--- config.mk ---
export PLATFORM = sky130hd
export DESIGN_NAME = ntc_thermistor_to_celsius
export DESIGN_NICKNAME = d
export VERILOG_FILES = /design/src/rtl/core/ntc_pkg.sv /design/src/rtl/core/ntc_div.sv /design/src/rtl/core/ntc_thermistor_to_celsius.sv
export SDC_FILE = /design/constraint.sdc
export NUM_CORES = 2
export LEC_CHECK = 0
export CAP_MARGIN = 10
export CELL_PAD_IN_SITES_DETAIL_PLACEMENT = 0
export CELL_PAD_IN_SITES_GLOBAL_PLACEMENT = 1
export CORE_AREA = 8 8 237 410
export CTS_CLUSTER_DIAMETER = 30
export DETAILED_ROUTE_END_ITERATION = 12
export DIE_AREA = 0 0 245 418
export DONT_BUFFER_PORTS = 1
export PLACE_DENSITY_LB_ADDON = 0.1
export SYNTH_ARGS = -nofsm -noshare
export SYNTH_HDL_FRONTEND = slang
export SYNTH_HIERARCHICAL = 1
export SYNTH_SLANG_ARGS = --single-unit
--- constraint.sdc ---
create_clock -name clk -period 19.7 [get_ports clk]
set_input_delay 2.955 -clock clk [delete_from_list [all_inputs] [get_ports clk]]
set_output_delay 2.955 -clock clk [all_outputs]
set_load 0.005 [all_outputs]
--- src/rtl/core/ntc_pkg.sv ---
// ---------------------------------------------------------------------------
// ntc_pkg
// Shared widths, register indexes, constants and the divider request type.
// ---------------------------------------------------------------------------
package ntc_pkg;

  localparam int DVD_W = 52;
  localparam int DVS_W = 32;
  localparam int CNT_W = 6;

  localparam logic [2:0] REG_BITS    = 3'd0;
  localparam logic [2:0] REG_SERIES  = 3'd1;
  localparam logic [2:0] REG_NOMINAL = 3'd2;
  localparam logic [2:0] REG_TNOM    = 3'd3;
  localparam logic [2:0] REG_BETA    = 3'd4;

  localparam logic [15:0] INVALID_TEMP = 16'h8000;

  typedef struct packed {
    logic             start;
    logic [DVD_W-1:0] dividend;
    logic [DVS_W-1:0] divisor;
  } div_req_t;

endpackage

--- src/rtl/core/ntc_div.sv ---
// ---------------------------------------------------------------------------
// ntc_div
// Unsigned restoring divider, one quotient bit per cycle.
// ---------------------------------------------------------------------------
module ntc_div (
  input  logic                     clk,
  input  logic                     rst,
  input  ntc_pkg::div_req_t        req,
  output logic                     done,
  output logic [ntc_pkg::DVD_W-1:0] quotient
);
  import ntc_pkg::*;

  logic [DVS_W-1:0] rem;
  logic [DVS_W-1:0] dvs;
  logic [DVD_W-1:0] quo;
  logic [CNT_W-1:0] cnt;
  logic [DVS_W:0]   trial;
  logic             take;

  assign trial    = {rem, quo[DVD_W-1]};
  assign take     = trial >= {1'b0, dvs};
  assign quotient = quo;

  always_ff @(posedge clk) begin
    if (rst) begin
      cnt  <= '0;
      done <= 1'b0;
    end else begin
      done <= 1'b0;
      if (req.start) begin
        quo <= req.dividend;
        dvs <= req.divisor;
        rem <= '0;
        cnt <= CNT_W'(DVD_W);
      end else if (cnt != '0) begin
        cnt <= cnt - 1'b1;
        quo <= {quo[DVD_W-2:0], take};
        rem <= take ? DVS_W'(trial - {1'b0, dvs}) : trial[DVS_W-1:0];
        if (cnt == CNT_W'(1)) begin
          done <= 1'b1;
        end
      end
    end
  end

endmodule

--- src/rtl/core/ntc_thermistor_to_celsius.sv ---
// ---------------------------------------------------------------------------
// ntc_thermistor_to_celsius
// Converts a thermistor divider sample to tenths of a degree Celsius.
// ---------------------------------------------------------------------------
// A result takes six passes through the shared 52-step divider plus the log range
// reduction, which halves or doubles the ratio as needed. A zero or full-scale
// sample faults from the check state without using the divider.
// Throughput: one sample at a time; a new request is taken once the previous
// result has moved to the output register. Synchronous reset restores the
// register defaults and empties the pipeline.
module ntc_thermistor_to_celsius (
  input  logic        clk,
  input  logic        rst,
  input  logic        cfg_valid,
  output logic        cfg_ready,
  input  logic [2:0]  cfg_index,
  input  logic [19:0] cfg_data,
  input  logic        in_valid,
  output logic        in_ready,
  input  logic [15:0] raw_sample,
  output logic        out_valid,
  input  logic        out_ready,
  output logic signed [15:0] temp_tenths,
  output logic        fault
);
  import ntc_pkg::*;

  localparam logic [4:0] ST_IDLE   = 5'd0;
  localparam logic [4:0] ST_CHECK  = 5'd1;
  localparam logic [4:0] ST_RES    = 5'd2;
  localparam logic [4:0] ST_RESDIV = 5'd3;
  localparam logic [4:0] ST_RATDIV = 5'd4;
  localparam logic [4:0] ST_NORM   = 5'd5;
  localparam logic [4:0] ST_UDIV   = 5'd6;
  localparam logic [4:0] ST_U2     = 5'd7;
  localparam logic [4:0] ST_U4     = 5'd8;
  localparam logic [4:0] ST_U6     = 5'd9;
  localparam logic [4:0] ST_T1     = 5'd10;
  localparam logic [4:0] ST_T2     = 5'd11;
  localparam logic [4:0] ST_T3     = 5'd12;
  localparam logic [4:0] ST_SUM    = 5'd13;
  localparam logic [4:0] ST_LN     = 5'd14;
  localparam logic [4:0] ST_TNOM   = 5'd15;
  localparam logic [4:0] ST_INOM   = 5'd16;
  localparam logic [4:0] ST_DELTA  = 5'd17;
  localparam logic [4:0] ST_TK     = 5'd18;
  localparam logic [4:0] ST_C10    = 5'd19;
  localparam logic [4:0] ST_FAULT  = 5'd20;
  localparam logic [4:0] ST_DONE   = 5'd21;

  localparam logic [DVD_W-1:0] ONE_Q32 = DVD_W'(64'h1_0000_0000);

  logic [4:0]  state;
  logic [4:0]  bits_r;
  logic [19:0] series_r;
  logic [19:0] nominal_r;
  logic signed [11:0] tnom_r;
  logic [16:0] beta_r;

  logic [15:0] raw_r;
  logic [31:0] full_r;
  logic [31:0] xr;
  logic signed [5:0] n_r;
  logic        neg_r;
  logic signed [16:0] u_r;
  logic [12:0] u2_r;
  logic [9:0]  u4_r;
  logic [6:0]  u6_r;
  logic [16:0] acc_r;
  logic signed [23:0] lnr_r;
  logic [9:0]  inv_nom_r;
  logic [15:0] res_temp;
  logic        res_fault;

  logic signed [33:0] mul_a;
  logic signed [17:0] mul_b;
  logic signed [51:0] prod;

  div_req_t         div_req;
  logic             div_done;
  logic [DVD_W-1:0] div_q;

  logic [31:0]        num_abs;
  logic signed [16:0] u_val;
  logic [16:0]        acc_new;
  logic signed [31:0] tnom_v;
  logic [23:0]        lnr_abs;
  logic signed [24:0] delta;
  logic signed [24:0] inv_t;
  logic signed [20:0] c10;
  logic               q_big;

  ntc_div u_div (
    .clk      (clk),
    .rst      (rst),
    .req      (div_req),
    .done     (div_done),
    .quotient (div_q)
  );

  // The one multiplier: operands are registered, every consumer registers the product.
  assign prod = mul_a * mul_b;

  assign num_abs = (xr < 32'd65536) ? (32'd65536 - xr) : (xr - 32'd65536);
  assign u_val   = neg_r ? -$signed(div_q[16:0]) : $signed(div_q[16:0]);
  assign acc_new = acc_r + 17'(prod[19:16]);
  assign tnom_v  = $signed(prod[31:0]) + 32'sd17904742;
  assign lnr_abs = lnr_r[23] ? 24'(-lnr_r) : lnr_r;
  assign delta   = neg_r ? -$signed({1'b0, div_q[23:0]}) : $signed({1'b0, div_q[23:0]});
  assign inv_t   = $signed({15'd0, inv_nom_r}) + delta;
  assign c10     = $signed({2'b00, prod[34:16]}) - 21'sd2731;
  assign q_big   = div_q[DVD_W-1:31] != '0;

  assign cfg_ready = 1'b1;
  assign in_ready  = (state == ST_IDLE);

  always_ff @(posedge clk) begin
    if (rst) begin
      state         <= ST_IDLE;
      out_valid     <= 1'b0;
      div_req.start <= 1'b0;
      bits_r        <= 5'd12;
      series_r      <= 20'd10000;
      nominal_r     <= 20'd10000;
      tnom_r        <= 12'sd250;
      beta_r        <= 17'd3950;
    end else begin
      div_req.start <= 1'b0;
      if (out_valid && out_ready) begin
        out_valid <= 1'b0;
      end
      if (cfg_valid) begin
        unique case (cfg_index)
          REG_BITS:    bits_r    <= cfg_data[4:0];
          REG_SERIES:  series_r  <= cfg_data;
          REG_NOMINAL: nominal_r <= cfg_data;
          REG_TNOM:    tnom_r    <= $signed(cfg_data[11:0]);
          REG_BETA:    beta_r    <= cfg_data[16:0];
          default: ;
        endcase
      end

      unique case (state)
        ST_IDLE: begin
          if (in_valid) begin
            raw_r  <= raw_sample;
            full_r <= 32'((33'd1 << bits_r) - 33'd1);
            state  <= ST_CHECK;
          end
        end
        ST_CHECK: begin
          if (raw_r == 16'd0 || {16'd0, raw_r} >= full_r) begin
            state <= ST_FAULT;
          end else begin
            mul_a <= {14'd0, series_r};
            mul_b <= {2'b00, raw_r};
            state <= ST_RES;
          end
        end
        ST_RES: begin
          div_req.start    <= 1'b1;
          div_req.dividend <= {prod[35:0], 16'd0};
          div_req.divisor  <= full_r - {16'd0, raw_r};
          state            <= ST_RESDIV;
        end
        ST_RESDIV: begin
          if (div_done) begin
            if (div_q == '0 || q_big || nominal_r == 20'd0) begin
              state <= ST_FAULT;
            end else begin
              div_req.start    <= 1'b1;
              div_req.dividend <= {5'd0, div_q[30:0], 16'd0};
              div_req.divisor  <= {12'd0, nominal_r};
              state            <= ST_RATDIV;
            end
          end
        end
        ST_RATDIV: begin
          if (div_done) begin
            if (div_q == '0 || q_big) begin
              state <= ST_FAULT;
            end else begin
              xr    <= div_q[31:0];
              n_r   <= '0;
              state <= ST_NORM;
            end
          end
        end
        ST_NORM: begin
          // Halve or double until the ratio sits in [0.5, 2).
          if (xr >= 32'd131072) begin
            xr  <= xr >> 1;
            n_r <= n_r + 6'sd1;
          end else if (xr < 32'd32768) begin
            xr  <= xr << 1;
            n_r <= n_r - 6'sd1;
          end else begin
            neg_r            <= xr < 32'd65536;
            div_req.start    <= 1'b1;
            div_req.dividend <= {19'd0, num_abs[16:0], 16'd0};
            div_req.divisor  <= xr + 32'd65536;
            state            <= ST_UDIV;
          end
        end
        ST_UDIV: begin
          if (div_done) begin
            u_r   <= u_val;
            mul_a <= {{17{u_val[16]}}, u_val};
            mul_b <= {u_val[16], u_val};
            state <= ST_U2;
          end
        end
        ST_U2: begin
          u2_r  <= prod[28:16];
          mul_a <= {21'd0, prod[28:16]};
          mul_b <= {5'd0, prod[28:16]};
          state <= ST_U4;
        end
        ST_U4: begin
          u4_r  <= prod[25:16];
          mul_a <= {24'd0, prod[25:16]};
          mul_b <= {5'd0, u2_r};
          state <= ST_U6;
        end
        ST_U6: begin
          u6_r  <= prod[22:16];
          mul_a <= {21'd0, u2_r};
          mul_b <= 18'sd21845;
          state <= ST_T1;
        end
        ST_T1: begin
          acc_r <= 17'd65536 + 17'(prod[27:16]);
          mul_a <= {24'd0, u4_r};
          mul_b <= 18'sd13107;
          state <= ST_T2;
        end
        ST_T2: begin
          acc_r <= acc_r + 17'(prod[23:16]);
          mul_a <= {27'd0, u6_r};
          mul_b <= 18'sd9362;
          state <= ST_T3;
        end
        ST_T3: begin
          mul_a <= {{17{u_r[16]}}, u_r};
          mul_b <= {1'b0, acc_new};
          state <= ST_SUM;
        end
        ST_SUM: begin
          // Taking bits above 16 of the two's complement product is a floor shift.
          lnr_r <= {{7{prod[31]}}, prod[31:16], 1'b0};
          mul_a <= {{28{n_r[5]}}, n_r};
          mul_b <= 18'sd45426;
          state <= ST_LN;
        end
        ST_LN: begin
          lnr_r <= lnr_r + prod[23:0];
          mul_a <= {{22{tnom_r[11]}}, tnom_r};
          mul_b <= 18'sd6554;
          state <= ST_TNOM;
        end
        ST_TNOM: begin
          if (tnom_v <= 0 || beta_r == 17'd0) begin
            state <= ST_FAULT;
          end else begin
            neg_r            <= lnr_r[23];
            div_req.start    <= 1'b1;
            div_req.dividend <= ONE_Q32;
            div_req.divisor  <= tnom_v;
            state            <= ST_INOM;
          end
        end
        ST_INOM: begin
          if (div_done) begin
            inv_nom_r        <= div_q[9:0];
            div_req.start    <= 1'b1;
            div_req.dividend <= {28'd0, lnr_abs};
            div_req.divisor  <= {15'd0, beta_r};
            state            <= ST_DELTA;
          end
        end
        ST_DELTA: begin
          if (div_done) begin
            if (inv_t[24] || inv_t == '0) begin
              state <= ST_FAULT;
            end else begin
              div_req.start    <= 1'b1;
              div_req.dividend <= ONE_Q32;
              div_req.divisor  <= {8'd0, inv_t[23:0]};
              state            <= ST_TK;
            end
          end
        end
        ST_TK: begin
          if (div_done) begin
            if (q_big) begin
              state <= ST_FAULT;
            end else begin
              mul_a <= {3'd0, div_q[30:0]};
              mul_b <= 18'sd10;
              state <= ST_C10;
            end
          end
        end
        ST_C10: begin
          if (c10 > 21'sd32767) begin
            state <= ST_FAULT;
          end else begin
            res_temp  <= c10[15:0];
            res_fault <= 1'b0;
            state     <= ST_DONE;
          end
        end
        ST_FAULT: begin
          res_temp  <= INVALID_TEMP;
          res_fault <= 1'b1;
          state     <= ST_DONE;
        end
        ST_DONE: begin
          if (!out_valid || out_ready) begin
            temp_tenths <= res_temp;
            fault       <= res_fault;
            out_valid   <= 1'b1;
            state       <= ST_IDLE;
          end
        end
        default: state <= ST_IDLE;
      endcase
    end
  end

endmodule

==> Implementation_results.wiki <==
{| class="wikitable"
! Metric !! Value
|-
| Number of port buffers || 0
|-
| Critical R2R Capture || div_req[83]$_DFFE_PP_
|-
| Number of hold violations in the final report || 0
|-
| Hold path start || res_temp[5]$_SDFFCE_PP0P_
|-
| Largest net degree at the start of global routing || 102
|-
| CTS Hold Bufs || 0
|-
| Effective utilization at floorplan || 51.71%
|-
| Die area || a little over 100,000 sq um
|-
| Final-report max-slew violation count || 0
|-
| Detail-routed via count per cell || between 6 and 7
|-
| I/O Pins || between 60 and 70
|-
| Crit path capture type || flop
|-
| Max incr delay on CP || ~1.1 ns
|-
| Number of buffers created by CTS || 87
|-
| CP Data Required Time || roughly 20 ns
|-
| Gate Count Post-Synth || approximately 5,000
|-
| Sequential-to-total area share from yosys stat || between 30% and 40%
|-
| Worst Path Class, Setup || flop to flop
|-
| Predominant post-synthesis flop cell || edfxtp_1
|-
| Setup total negative slack || 0 ns
|-
| Sum of overflow across all layers after global routing || 0
|-
| CTS tree || yes
|-
| Number of buffers and inverters on the critical path || 8
|-
| Worst path slowest cell || edfxtp_1
|-
| Placed wire-length estimate || between 100,000 and 150,000 um
|-
| Buffers inserted by post-CTS timing repair || 0
|-
| Root buffer cell || clkbuf_16
|-
| Area share of the largest cell type after synthesis || 29.80%
|-
| Count of unique library cells instantiated by Yosys || between 90 and 100
|-
| Placement row count || roughly 150
|-
| Hold Crit Depth || 0
|-
| Insertion delay of the later-clocked pin in the worst-skew pair || 0.69 ns
|-
| Routed via count || around 38,000
|-
| DR DRC count || 0
|-
| Synth warnings || 6
|-
| Post-synth EDFFs || ~470
|-
| Gp weighted congestion || 1.066
|-
| Maximum net fanout on the critical path || around 60
|-
| Endpoint with the worst hold slack || temp_tenths[5]$_DFFE_PP_
|-
| Post-Layout Cell Count || about 6,100
|-
| Run status || complete, no violations
|-
| Reg clk slew, reported paths || roughly 0.070 ns
|-
| Initial antenna violation count || 7
|-
| Total track usage || around a third
|-
| Placed cell count || about 6,000
|-
| Synth Register Bits || ~560
|-
| Synth-to-layout area growth || 9.260%
|-
| Floorplan Core Area || about 91,000 sq um
|-
| Drt wl/cell || 28.99 um
|-
| Post-Synthesis Mean Instance Area || 9.551 sq um
|-
| Max Freq || about 95 MHz
|-
| Cell count of the worst reg-to-reg path || 29
|-
| Final #Nets || around 5,500
|-
| Leading area contributor after synthesis || edfxtp_1
|-
| Transition time at the pin with the least slew margin || approximately 1.4 ns
|-
| Layout Skew || roughly 0.031 ns
|-
| Routed Wire Length || between 150,000 and 200,000 um
|-
| Area of the mapped netlist || ~47,000 sq um
|-
| Post-Synthesis Net Count || about 5,600
|-
| Max-cap violations || 0
|-
| Post-route clock period utilization || 53.35%
|-
| Share of layout cells above drive strength 1 || 7.657%
|-
| Unrepaired setup endpoints after global routing || no
|-
| Drt initial violations || 3,451
|-
| Number of logic stages on the critical path including buffering || 29
|-
| H-tree levels || 3
|-
| Vias in the first global route || 39,436
|-
| Worst slew slack as a fraction of its limit || 8.708%
|-
| Cell types with the largest area share after synthesis || edfxtp_1 (30%), fa_1 (17%), ha_1 (5.5%)
|-
| Number of buffers on the longest clock path || 3
|-
| Setup-failing EPs final || 0
|-
| Post-cts sizing count || 0
|-
| Data arrival time at the worst-slack endpoint || approximately 11 ns
|-
| Drt first pass iters || 9
|-
| Reg-to-reg startpoint || mul_b[7]$_DFFE_PP_
|-
| Crit path max-delay family || adder cells
|-
| Tmin final || approximately 11 ns
|-
| Share of flip-flops with an asynchronous set or reset after synthesis || 0%
|-
| Setup slack of the worst register-to-register path || roughly 9 ns
|-
| Wire length of the first global-routing pass || between 200,000 and 300,000 um
|-
| Hold Crit Class || flop to flop
|-
| Number of nets with antenna violations after detailed routing || 0
|-
| Chip Width || approximately 250 um
|-
| Type of element launching the critical path || flop
|-
| Height of the die || 418 um
|-
| TritonCTS sink count || approximately 560
|}
state kept, by name (all words and copies together) (netlist names), 10 cells and up:
name,cells
acc_r,17
beta_r,17
div_req,85
full_r,32
inv_nom_r,10
lnr_r,24
mul_a,32
mul_b,18
nominal_r,20
raw_r,16
res_temp,16
series_r,20
temp_tenths,16
tnom_r,12
u2_r,13
u4_r,10
u_div/dvs,32
u_div/quotient,52
u_div/rem,32
u_r,17
xr,32
cells in the mapped netlist, drive strengths merged (17+ instances only):
cell	instances
a211o	20
nor3	68
a22oi	33
xor2	110
o21bai	17
nand3b	36
o21a	30
mux2	66
a211oi	37
xnor2	153
fa	402
clkbuf	211
buf	40
dfxtp	88
and2	254
nor2	287
a222oi	33
a22o	17
nand4	33
and3	26
edfxtp	469
nand3	54
a21o	72
nand2b	29
o22ai	22
nor2b	28
inv	609
nand2	653
mux2i	26
nor4	48
o21ai	199
o31ai	33
or3	33
a221o	28
o211ai	18
a31oi	31
a21oi	231
ha	207
placed cells by master (no fill, tap or decap), types with 87 or more instances in the layout:
cell / n
dfxtp_1: 87
fa_1: 402
xnor2_1: 153
ha_1: 207
and2_1: 253
nand2_1: 651
clkbuf_16: 90
nor2_1: 279
inv_1: 608
a21oi_1: 228
buf_4: 88
o21ai_0: 195
edfxtp_1: 469
xor2_1: 108
metal layers:
layer	global-route usage [%]	vias to the layer above	part of all wire (%)
met4	30.95	6	11
met5	0	-	0.020
met3	7.093	699	7.2
met1	34.93	19007	32
li1	-	16756	-
met2	60.25	1786	50
per-stage QoR:
step | setup slack (ns) | instance area (sq um) | utilization, % | hold WS [ns]
after global routing | 8.741 | 51630 | 56.48 | 0.4211
after floorplan | 3.214 | 47270 | - | 0.4003
after global placement | 8.202 | 48530 | 53.09 | 0.4014
final | 9.190 | 51640 | 56.50 | 0.4191
after CTS | 9.165 | 51600 | 56.44 | 0.4223
after detailed placement | 9.245 | 48550 | 53.11 | 0.4063
final cells by class:
type                    count  area (sq um)
clock inverters            66         759.5
fillers                  8297         39770
well taps                1192          1491
clock buffers              97          2288
flip-flops and latches    557         15850
diodes                      5         12.51
repair buffers             89         688.2
inverters                 614          2317
multi-input cells        3527         28240
worst max-delay path by stage:
stage	startpoint	to	slack (ns)
after floorplan	mul_b[7]$_DFFE_PP_	div_req[0]$_DFFE_PP_	3.21
after global placement	mul_b[9]$_DFFE_PP_	res_fault$_DFFE_PP_	8.20
after detailed placement	mul_b[9]$_DFFE_PP_	div_req[77]$_DFFE_PP_	9.24
after CTS	mul_b[9]$_DFFE_PP_	div_req[41]$_DFFE_PP_	9.16
after global routing	mul_b[7]$_DFFE_PP_	div_req[41]$_DFFE_PP_	8.74
final	mul_b[7]$_DFFE_PP_	div_req[83]$_DFFE_PP_	9.19
logic make-up after synthesis:
group | synth area share (%)
buffers and inverters | 7.039
flip-flops | 33.52
multiplexers | 2.123
AND/OR/NAND/NOR | 16.45
AO/OA/AOI/OAI | 13.47
adder cells (fa/ha/maj) | 22.51
other | 0.01589
XOR/XNOR | 4.873
Power is left out: the tool's default activity adds up to more than one toggle a clock period on the data nets, which glitch-free logic cannot reach.
